<file path="src/sv/assert_macros.svh">
// Assertion helpers shared by the RTL modules.
// Each macro expects the enclosing module to have ports named clock and reset.
`ifndef ASSERT_MACROS_SVH
`define ASSERT_MACROS_SVH

// Property that must hold at every clock edge outside reset.
`define ASSERT_ALWAYS(lbl, prop, msg) \
   lbl: assert property (@(posedge clock) disable iff (reset) (prop)) else $error(msg);

// When pre holds, post must hold in the next cycle.
`define ASSERT_NEXT(lbl, pre, post, msg) \
   lbl: assert property (@(posedge clock) disable iff (reset) (pre) |=> (post)) else $error(msg);

`endif

</file>
<file path="src/sv/rgs_pkg.sv">
package rgs_pkg;

   // Gain and ramp word widths, unsigned Q4.12 gain.
   localparam int GAIN_W     = 16;
   localparam int FADE_W     = 16;
   localparam int CHCNT_W    = 4;
   localparam int CSR_ADDR_W = 2;
   localparam int CSR_DATA_W = 16;
   localparam int FRAC_BITS  = 12;
   localparam int ROUND_BIAS = 2048;

   // Reset values of the control registers.
   localparam logic [GAIN_W-1:0]  GAIN_UNITY    = 16'd4096;
   localparam logic [FADE_W-1:0]  FADE_RESET    = 16'd0;
   localparam logic [CHCNT_W-1:0] CHCNT_RESET   = 4'd2;
   localparam logic               ENABLE_RESET  = 1'b1;

   // Control register indexes.
   localparam logic [CSR_ADDR_W-1:0] CSR_TARGET_GAIN   = 2'd0;
   localparam logic [CSR_ADDR_W-1:0] CSR_FADE_FRAMES   = 2'd1;
   localparam logic [CSR_ADDR_W-1:0] CSR_CHANNEL_COUNT = 2'd2;
   localparam logic [CSR_ADDR_W-1:0] CSR_ENABLE        = 2'd3;

   // Interpolation divider: 32-bit magnitude dividend, one quotient bit per cycle.
   localparam int DIVIDEND_W = 32;
   localparam int DIV_CNT_W  = 5;
   localparam logic [DIV_CNT_W-1:0] DIV_LAST = 5'd31;

   // Commands from the controller to the datapath.
   typedef struct packed {
      logic accept;
      logic mul;
      logic abs_load;
      logic div;
      logic apply;
      logic scale;
      logic round;
   } cmd_type;

   // Status from the datapath to the controller.
   typedef struct packed {
      logic need_step;
      logic out_free;
   } stat_type;

endpackage

</file>
<file path="src/sv/rgs_ctrl.sv">
`include "assert_macros.svh"

module rgs_ctrl (
   input  logic             clock,
   input  logic             reset,
   input  logic             req_tvalid,
   output logic             req_tready,
   input  rgs_pkg::stat_type stat_i,
   output rgs_pkg::cmd_type  cmd_o
);
   import rgs_pkg::*;

   typedef enum logic [6:0] {
      ST_IDLE  = 7'b0000001,
      ST_MUL   = 7'b0000010,
      ST_ABS   = 7'b0000100,
      ST_DIV   = 7'b0001000,
      ST_APPLY = 7'b0010000,
      ST_SCALE = 7'b0100000,
      ST_ROUND = 7'b1000000
   } state_type;

   state_type              state_ff, state_in;
   logic [DIV_CNT_W-1:0]   div_cnt_ff, div_cnt_in;

   assign req_tready = (state_ff == ST_IDLE);

   // Next state and command decode.
   always_comb begin
      state_in   = state_ff;
      div_cnt_in = div_cnt_ff;
      cmd_o      = '0;
      case (state_ff)
         ST_IDLE: begin
            if (req_tvalid) begin
               cmd_o.accept = 1'b1;
               state_in     = stat_i.need_step ? ST_MUL : ST_SCALE;
            end
         end
         ST_MUL: begin
            cmd_o.mul = 1'b1;
            state_in  = ST_ABS;
         end
         ST_ABS: begin
            cmd_o.abs_load = 1'b1;
            div_cnt_in     = '0;
            state_in       = ST_DIV;
         end
         ST_DIV: begin
            cmd_o.div  = 1'b1;
            div_cnt_in = div_cnt_ff + 1'b1;
            if (div_cnt_ff == DIV_LAST) begin
               state_in = ST_APPLY;
            end
         end
         ST_APPLY: begin
            cmd_o.apply = 1'b1;
            state_in    = ST_SCALE;
         end
         ST_SCALE: begin
            cmd_o.scale = 1'b1;
            state_in    = ST_ROUND;
         end
         ST_ROUND: begin
            if (stat_i.out_free) begin
               cmd_o.round = 1'b1;
               state_in    = ST_IDLE;
            end
         end
         default: begin
            state_in = ST_IDLE;
         end
      endcase
   end

   // State and iteration counter.
   always_ff @(posedge clock) begin
      if (reset) begin
         state_ff   <= ST_IDLE;
         div_cnt_ff <= '0;
      end else begin
         state_ff   <= state_in;
         div_cnt_ff <= div_cnt_in;
      end
   end

   `ASSERT_NEXT(a_div_ends, state_ff == ST_DIV && div_cnt_ff == DIV_LAST, state_ff == ST_APPLY, "divider did not hand over to apply")
   `ASSERT_NEXT(a_accept_route, cmd_o.accept, state_ff == ST_MUL || state_ff == ST_SCALE, "accepted transaction took a wrong path")

endmodule

</file>
<file path="src/sv/rgs_datapath.sv">
`include "assert_macros.svh"

module rgs_datapath #(
   parameter  int SAMPLE_BITS  = 24,
   parameter  int MAX_CHANNELS = 8,
   localparam int DATA_W       = ((SAMPLE_BITS + 7) / 8) * 8
) (
   input  logic                              clock,
   input  logic                              reset,
   input  logic                              csr_we,
   input  logic [rgs_pkg::CSR_ADDR_W-1:0]    csr_addr,
   input  logic [rgs_pkg::CSR_DATA_W-1:0]    csr_wdata,
   input  logic [DATA_W-1:0]                 req_tdata,
   input  logic                              req_tuser,
   input  rgs_pkg::cmd_type                  cmd_i,
   output rgs_pkg::stat_type                 stat_o,
   output logic                              rsp_tvalid,
   input  logic                              rsp_tready,
   output logic [DATA_W-1:0]                 rsp_tdata,
   output logic                              rsp_tuser
);
   import rgs_pkg::*;

   localparam int SB   = SAMPLE_BITS;
   localparam int CH_W = $clog2(MAX_CHANNELS + 1);
   localparam int Q_W  = SB + 6;
   localparam logic [4:0] MAX_CH5 = 5'(MAX_CHANNELS);
   localparam logic signed [Q_W-1:0] SAT_HI = Q_W'((64'sd1 <<< (SB - 1)) - 64'sd1);
   localparam logic signed [Q_W-1:0] SAT_LO = Q_W'(-(64'sd1 <<< (SB - 1)));

   // Control registers.
   logic [GAIN_W-1:0]  target_ff;
   logic [FADE_W-1:0]  fade_ff;
   logic [CHCNT_W-1:0] chcnt_ff;
   logic               enable_ff;

   // Ramp state.
   logic [GAIN_W-1:0]  cur_gain_ff, start_gain_ff, tgt_gain_ff;
   logic [FADE_W-1:0]  pos_ff, len_ff;
   logic               pending_ff;
   logic [CH_W-1:0]    idx_ff;

   // Working registers.
   logic signed [SB-1:0]       sample_ff;
   logic                       bypass_ff;
   logic signed [33:0]         prod_ff;
   logic                       neg_ff;
   logic [DIVIDEND_W-1:0]      quo_ff;
   logic [FADE_W:0]            rem_ff;
   logic signed [SB+16:0]      mul_ff;
   logic signed [SB-1:0]       out_sample_ff;
   logic                       out_ramping_ff;
   logic                       rsp_valid_ff;

   // Accept-time decode.
   logic [4:0]        ch5, eff5, idx_raw5, idx0_5, nidx_raw5, nidx5;
   logic              start, latch, active_a, step;
   logic [FADE_W-1:0] len_a, pos_a;

   always_comb begin
      ch5 = {1'b0, chcnt_ff};
      if (ch5 == 5'd0) begin
         eff5 = 5'd1;
      end else if (ch5 > MAX_CH5) begin
         eff5 = MAX_CH5;
      end else begin
         eff5 = ch5;
      end
      start     = req_tuser;
      idx_raw5  = start ? 5'd0 : 5'(idx_ff);
      idx0_5    = (idx_raw5 >= eff5) ? 5'd0 : idx_raw5;
      nidx_raw5 = idx0_5 + 5'd1;
      nidx5     = (nidx_raw5 >= eff5) ? 5'd0 : nidx_raw5;
      latch     = enable_ff & start & pending_ff;
      len_a     = latch ? fade_ff : len_ff;
      pos_a     = latch ? '0 : pos_ff;
      active_a  = (len_a != '0) && (pos_a < len_a);
      step      = enable_ff && (idx0_5 == 5'd0) && active_a;
   end

   assign stat_o.need_step = step;
   assign stat_o.out_free  = !rsp_valid_ff || rsp_tready;

   // Control register writes and the pending flag.
   always_ff @(posedge clock) begin
      if (reset) begin
         target_ff  <= GAIN_UNITY;
         fade_ff    <= FADE_RESET;
         chcnt_ff   <= CHCNT_RESET;
         enable_ff  <= ENABLE_RESET;
         pending_ff <= 1'b0;
      end else begin
         if (cmd_i.accept && latch) begin
            pending_ff <= 1'b0;
         end
         if (csr_we) begin
            case (csr_addr)
               CSR_TARGET_GAIN: begin
                  target_ff  <= csr_wdata[GAIN_W-1:0];
                  pending_ff <= 1'b1;
               end
               CSR_FADE_FRAMES:   fade_ff   <= csr_wdata[FADE_W-1:0];
               CSR_CHANNEL_COUNT: chcnt_ff  <= csr_wdata[CHCNT_W-1:0];
               CSR_ENABLE:        enable_ff <= csr_wdata[0];
               default: begin
               end
            endcase
         end
      end
   end

   // Ramp state: latched at a block start, stepped once per frame.
   logic signed [GAIN_W:0]  diff;
   logic [DIVIDEND_W-1:0]   step_mag;
   always_comb begin
      diff     = $signed({1'b0, tgt_gain_ff}) - $signed({1'b0, start_gain_ff});
      step_mag = neg_ff ? (~quo_ff + 1'b1) : quo_ff;
   end

   always_ff @(posedge clock) begin
      if (reset) begin
         cur_gain_ff   <= GAIN_UNITY;
         start_gain_ff <= GAIN_UNITY;
         tgt_gain_ff   <= GAIN_UNITY;
         pos_ff        <= '0;
         len_ff        <= '0;
         idx_ff        <= '0;
      end else begin
         if (cmd_i.accept) begin
            idx_ff <= CH_W'(nidx5);
            if (enable_ff) begin
               pos_ff <= step ? pos_a + 1'b1 : pos_a;
               if (latch) begin
                  start_gain_ff <= cur_gain_ff;
                  tgt_gain_ff   <= target_ff;
                  len_ff        <= fade_ff;
                  if (fade_ff == '0) begin
                     cur_gain_ff <= target_ff;
                  end
               end
            end
         end
         if (cmd_i.apply) begin
            cur_gain_ff <= start_gain_ff + step_mag[GAIN_W-1:0];
         end
      end
   end

   // Interpolation: product, magnitude, restoring division, one bit per cycle.
   logic [FADE_W:0] rem_sh;
   logic [FADE_W:0] len_ext;
   logic            rem_ge;
   always_comb begin
      len_ext = {1'b0, len_ff};
      rem_sh  = {rem_ff[FADE_W-1:0], quo_ff[DIVIDEND_W-1]};
      rem_ge  = (rem_sh >= len_ext);
   end

   always_ff @(posedge clock) begin
      if (cmd_i.mul) begin
         prod_ff <= diff * $signed({1'b0, pos_ff});
      end
      if (cmd_i.abs_load) begin
         neg_ff <= prod_ff[33];
         quo_ff <= prod_ff[33] ? DIVIDEND_W'(-prod_ff) : DIVIDEND_W'(prod_ff);
         rem_ff <= '0;
      end
      if (cmd_i.div) begin
         rem_ff <= rem_ge ? (rem_sh - len_ext) : rem_sh;
         quo_ff <= {quo_ff[DIVIDEND_W-2:0], rem_ge};
      end
   end

   // Sample capture and gain multiply.
   always_ff @(posedge clock) begin
      if (cmd_i.accept) begin
         sample_ff <= $signed(req_tdata[SB-1:0]);
         bypass_ff <= !enable_ff;
      end
      if (cmd_i.scale) begin
         mul_ff <= sample_ff * $signed({1'b0, cur_gain_ff});
      end
   end

   // Round to nearest (ties up) and saturate.
   logic signed [SB+17:0] biased;
   logic signed [Q_W-1:0] q;
   logic signed [SB-1:0]  q_sat;
   always_comb begin
      biased = $signed({mul_ff[SB+16], mul_ff}) + $signed((SB + 18)'(ROUND_BIAS));
      q      = $signed(biased[SB+17:FRAC_BITS]);
      if (q > SAT_HI) begin
         q_sat = SB'(SAT_HI);
      end else if (q < SAT_LO) begin
         q_sat = SB'(SAT_LO);
      end else begin
         q_sat = SB'(q);
      end
   end

   // Output register; the next transaction may enter while this one waits.
   always_ff @(posedge clock) begin
      if (reset) begin
         rsp_valid_ff <= 1'b0;
      end else if (cmd_i.round) begin
         rsp_valid_ff <= 1'b1;
      end else if (rsp_tready) begin
         rsp_valid_ff <= 1'b0;
      end
   end

   always_ff @(posedge clock) begin
      if (cmd_i.round) begin
         out_sample_ff  <= bypass_ff ? sample_ff : q_sat;
         out_ramping_ff <= (len_ff != '0) && (pos_ff < len_ff);
      end
   end

   assign rsp_tvalid = rsp_valid_ff;
   assign rsp_tdata  = DATA_W'($unsigned(out_sample_ff));
   assign rsp_tuser  = out_ramping_ff;

   `ASSERT_ALWAYS(a_pos_bound, len_ff == '0 || pos_ff <= len_ff, "ramp position passed ramp length")
   `ASSERT_NEXT(a_rem_bound, cmd_i.div, rem_ff < len_ext, "divider remainder not below divisor")

endmodule

</file>
<file path="src/sv/ramped_gain_stage_top.sv">
// Ramped gain stage: scales interleaved audio samples by a Q4.12 gain.
// Input stream req_*: one sample per transaction, block_start in req_tuser.
// Output stream rsp_*: one scaled, saturated sample per input transaction
// (raw while disabled), with the ramp-in-progress flag in rsp_tuser.
// Control port csr_*: single-cycle writes of target gain, fade length,
// channel count and enable; write only while no sample is in flight.
// At the first sample of a frame while a ramp runs, the interpolated gain
// goes through a 17x17 multiply and a 32-step restoring divider before
// the sample is scaled. One sample is processed at a time, so the next
// is taken only once this one has reached the output register.
// The result sits in an output register; the next sample is taken while it
// waits. A stalled receiver holds the following sample in the final stage.
// Reset is synchronous: unity gain, no ramp, 2 channels, gain enabled.
module ramped_gain_stage_top #(
   parameter  int SAMPLE_BITS  = 24,
   parameter  int MAX_CHANNELS = 8,
   localparam int DATA_W       = ((SAMPLE_BITS + 7) / 8) * 8
) (
   input  logic                           clock,
   input  logic                           reset,
   input  logic                           csr_we,
   input  logic [rgs_pkg::CSR_ADDR_W-1:0] csr_addr,
   input  logic [rgs_pkg::CSR_DATA_W-1:0] csr_wdata,
   input  logic                           req_tvalid,
   output logic                           req_tready,
   input  logic [DATA_W-1:0]              req_tdata,  // sample_in
   input  logic                           req_tuser,  // block_start
   output logic                           rsp_tvalid,
   input  logic                           rsp_tready,
   output logic [DATA_W-1:0]              rsp_tdata,  // sample_out
   output logic                           rsp_tuser   // ramping
);
   import rgs_pkg::*;

   cmd_type  cmd;
   stat_type stat;

   rgs_ctrl u_ctrl (
      .clock      (clock),
      .reset      (reset),
      .req_tvalid (req_tvalid),
      .req_tready (req_tready),
      .stat_i     (stat),
      .cmd_o      (cmd)
   );

   rgs_datapath #(
      .SAMPLE_BITS  (SAMPLE_BITS),
      .MAX_CHANNELS (MAX_CHANNELS)
   ) u_datapath (
      .clock      (clock),
      .reset      (reset),
      .csr_we     (csr_we),
      .csr_addr   (csr_addr),
      .csr_wdata  (csr_wdata),
      .req_tdata  (req_tdata),
      .req_tuser  (req_tuser),
      .cmd_i      (cmd),
      .stat_o     (stat),
      .rsp_tvalid (rsp_tvalid),
      .rsp_tready (rsp_tready),
      .rsp_tdata  (rsp_tdata),
      .rsp_tuser  (rsp_tuser)
   );

endmodule

</file>
<file path="config.mk">
export PLATFORM = sky130hd
export DESIGN_NAME = ramped_gain_stage_top
export DESIGN_NICKNAME = d
export VERILOG_FILES = /design/src/sv/rgs_pkg.sv /design/src/sv/rgs_ctrl.sv /design/src/sv/rgs_datapath.sv /design/src/sv/ramped_gain_stage_top.sv
export VERILOG_INCLUDE_DIRS = /design/src /design/src/sv
export SDC_FILE = /design/constraint.sdc
export NUM_CORES = 2
export LEC_CHECK = 0
export ABC_CLOCK_PERIOD_IN_PS = 15600
export BUFFER_PORTS_ARGS = -buffer_cell sky130_fd_sc_hd__buf_2
export CORE_ASPECT_RATIO = 1.75
export CORE_MARGIN = 10
export CORE_UTILIZATION = 60
export DETAILED_ROUTE_END_ITERATION = 8
export PLACE_DENSITY = 0.83
export SETUP_SLACK_MARGIN = 0.15
export SYNTH_ARGS = -nofsm -noshare
export SYNTH_HDL_FRONTEND = slang
export SYNTH_SLANG_ARGS = --single-unit
</file>
<file path="constraint.sdc">
create_clock -name clock -period 15.6 [get_ports clock]
set_input_delay 4.68 -clock clock [delete_from_list [all_inputs] [get_ports clock]]
set_output_delay 4.68 -clock clock [all_outputs]
set_load 0.005 [all_outputs]
</file>
==> key figures <==
Status
  – Status: complete, no violations

STA
  – Setup_tns: 0 ns
  – Worst-Margin Slew: ~1.4 ns
  – Setup-failing EPs final: 0
  – Max-slew violations: 0
  – Fin crit share: 0.5822
  – Hold Vio Cnt, Final: 0
  – Post-route setup slack: between 6 and 7 ns
  – Unrepaired setup endpoints after global routing: false
  – Min cycle time layout: 9.082 ns
  – Final clock skew: roughly 0.019 ns
  – Max transition margin: 0.08437
  – Fmax: around 110 MHz

Global routing
  – First-pass GRT wire length: roughly 170000 µm
  – Gr usage total: 0.2781
  – Number of global-route vias before repair: 33.02k
  – Gr ovfl total: 0
  – Antenna violations before repair: 3
  – Largest net degree at the start of global routing: 89

Route
  – Residual DRC count: 0
  – DRT Pass-1 Iters: 5
  – Drt via density: around 5.8
  – Total wire length: between 100000 and 150000 µm
  – Vias: a little over 30k
  – Detail Route Antenna Nets: 0
  – Initial drt markers: approximately 2.1k
  – Drt wl/cell: 20.18 µm

Power
  – Internal power: 1.634 mW
  – Cell Pwr Density: a little over 60 nW/µm²
  – Reg power frac: 0.401
  – VDD IR-drop max: approximately 77 µV
  – Clock power share: 0.323
  – Leakage: ~19 nW
  – Switching share of total power: 0.3559
  – NetSw: around 0.9 mW
  – Combinational share of power: 0.276

CTS
  – CTS max path bufs: 3
  – Clock buffer count from CTS: 31
  – # hold bufs at CTS: 0
  – Clock sinks: approximately 300
  – Post-cts resize count: 0
  – Clock transition at path regs: around 0.070 ns
  – Post CTS Setup Buffer Count: 0
  – CTS tree: done
  – Clk Latency, worst-skew pair: 0.64 ns
  – H-tree depth: 1
  – Root Driver: clkbuf_16

Floorplanning
  – Die Y: between 300 and 400 µm
  – Row count: ~120
  – Horiz. Die Dim: approximately 210 µm
  – # IOs: 75
  – Die Area: ~77000 µm²
  – Initial Utilization: 0.6054
  – Core area: 65320 µm²

Logic synthesis
  – Yosys warns: 0
  – Dominant cells by area after synthesis: fa_1, edfxtp_1, ha_1
  – Post-synthesis net count: around 5.3k
  – Syn Area/Cell: 9.142 µm²
  – Async SR Flop Fraction: 0
  – EDFF count, synth: approximately 160
  – Sequential element share of the synthesized area: 0.1914
  – Ys flop type: edfxtp_1
  – Mapped Cells: 4325
  – Post-synth cell types: roughly 70
  – Synthesized flop and latch total: just under 300
  – Synth top area share: 0.3326
  – Cell taking the most area after synthesis: fa_1
  – Post-Syn Area: 39540 µm²

Final layout
  – N_diodes: 0
  – Non-filler cells, final: 5211
  – Final nets: about 5.3k
  – Area Overhead vs Synth: 5.981%
  – Layout cells sized above 1: 0.04990

Critical path
  – Crit-path max FO: 16
  – CP max-delay cell: xnor2_2
  – R2R depth: 32
  – CP arrival: ~9.4 ns
  – CP startpoint kind: flip-flop
  – Crit path kind: reg -> reg
  – Critical Path End Type: flip-flop
  – Delay of the slowest cell on the worst path: approximately 0.78 ns
  – CP most frequent cell: fa_1
  – Required @ worst endpoint: roughly 16 ns

Job
  – Maxcap violations: 0

Placement
  – Pre-CTS setup slack: approximately 6.6 ns
  – DP HPWL: about 81000 µm
  – Port Buf Inserts: 74
  – Placed insts: roughly 5.2k
  – Placer Congestion: about 0.94

Hold path
  – Worst Hold Path Cells: 2
  – Worst Hold Class: reg -> reg
==> power by group through the flow <==
stage | registers [mW] | logic, mW | clock network (mW)
after floorplan | 0.952 | 0.523 | 0
after global placement | 1.02 | 0.666 | 0
after detailed placement | 1.03 | 0.687 | 0
after CTS | 1.01 | 0.691 | 0.827
after global routing | 1.02 | 0.785 | 0.852
final | 1.02 | 0.699 | 0.819
==> cell usage after synthesis (38+ instances only) <==
cell      count
a211oi_1     38
a21oi_1     170
and2_1      279
clkbuf_1    172
dfxtp_1     135
edfxtp_1    162
fa_1        657
ha_1        279
inv_1       827
nand2_1     641
nand3_1      39
nor2_1      199
nor2b_1      50
o211ai_1     39
o21ai_0      93
xnor2_1     104
xor2_1       78
==> worst paths after layout <==
| kind | start | to | slack (ns) |
|---|---|---|---|
| setup reg to reg | u_datapath.start_gain_ff[1] | u_datapath.prod_ff[33] | 6.52 |
| setup / recovery | u_datapath.start_gain_ff[1] | u_datapath.prod_ff[33] | 6.52 |
| hold / removal | u_datapath.tgt_gain_ff[3] | u_datapath.tgt_gain_ff[3] | 0.48 |
| hold reg to reg | u_datapath.tgt_gain_ff[3] | u_datapath.tgt_gain_ff[3] | 0.48 |
==> per-stage QoR <==
| step | hold slack, ns | utilization | total power, mW | instance area [µm²] |
|---|---|---|---|---|
| detailed placement | 0.4625 | 0.6246 | 1.713 | 40800 |
| global placement | 0.4459 | 0.6246 | 1.689 | 40800 |
| CTS | 0.4759 | 0.6416 | 2.529 | 41910 |
| finish | 0.4762 | 0.6416 | 2.537 | 41910 |
| floorplan | 0.4287 | - | 1.475 | 39540 |
| global route | 0.4896 | 0.6416 | 2.659 | 41910 |
==> cell families after synthesis <==
logic type,Yosys count,share of synthesized area
multiplexers,32,0.008164
buffers and inverters,1007,0.09572
flip-flops,297,0.1914
AND/OR/NAND/NOR,1381,0.1653
adder cells (fa/ha/maj),936,0.4209
XOR/XNOR,182,0.04031
AO/OA/AOI/OAI,490,0.07819
==> layout by cell type (no fill, tap or decap), types with 13 or more instances in the layout <==
cell type and count:
xor2_1 78, nand2b_1 32, o21ai_0 93, buf_2 73
nand4_1 20, buf_4 54, and2_1 279, nor3_1 36
o21a_1 20, fa_1 657, and3_1 15, or3_1 14
a211oi_1 38, o211ai_1 39, ha_1 279, nor2b_1 49
dfxtp_1 135, edfxtp_1 162, o31ai_1 13, clkbuf_16 31
nor2_1 197, nand2_1 641, nand3_1 39, a21oi_1 170
inv_1 826, mux2i_1 30, xnor2_1 97, a21o_1 35
==> flip-flops by register name (all words and copies together) (netlist names), 24 cells and up <==
name and flops:
u_datapath.sample_ff 24, u_datapath.rsp_tdata 24, u_datapath.prod_ff 33, u_datapath.quo_ff 32, u_datapath.mul_ff 30
==> metal layers <==
metal | vias up | track usage | routed length [µm]
li1 | 13380 | - | -
met1 | 15060 | 0.2696 | 33090
met2 | 1263 | 0.5044 | 54870
met3 | 553 | 0.04258 | 6478
met4 | 4 | 0.2457 | 10690
met5 | - | 0 | 32
==> critical path, delay by kind of cell (launching register included) <==
kind            cells  cell delay (ns)
fa+ha+maj           8             3.77
simple gates        7             0.97
xor+xnor            2             0.89
buf+inv             4             0.23
compound gates     11             2.48
flops               1             0.46
==> final cells by class <==
type / count / area [µm²]
fillers: 5129 / 23410
clock inverters: 19 / 262.8
well taps: 882 / 1104
repair buffers: 127 / 770.7
flip-flops and latches: 297 / 7567
clock buffers: 38 / 842.1
multi-input cells: 3021 / 28250
inverters: 827 / 3104
Note: power is estimated with default switching activity, not from simulation.
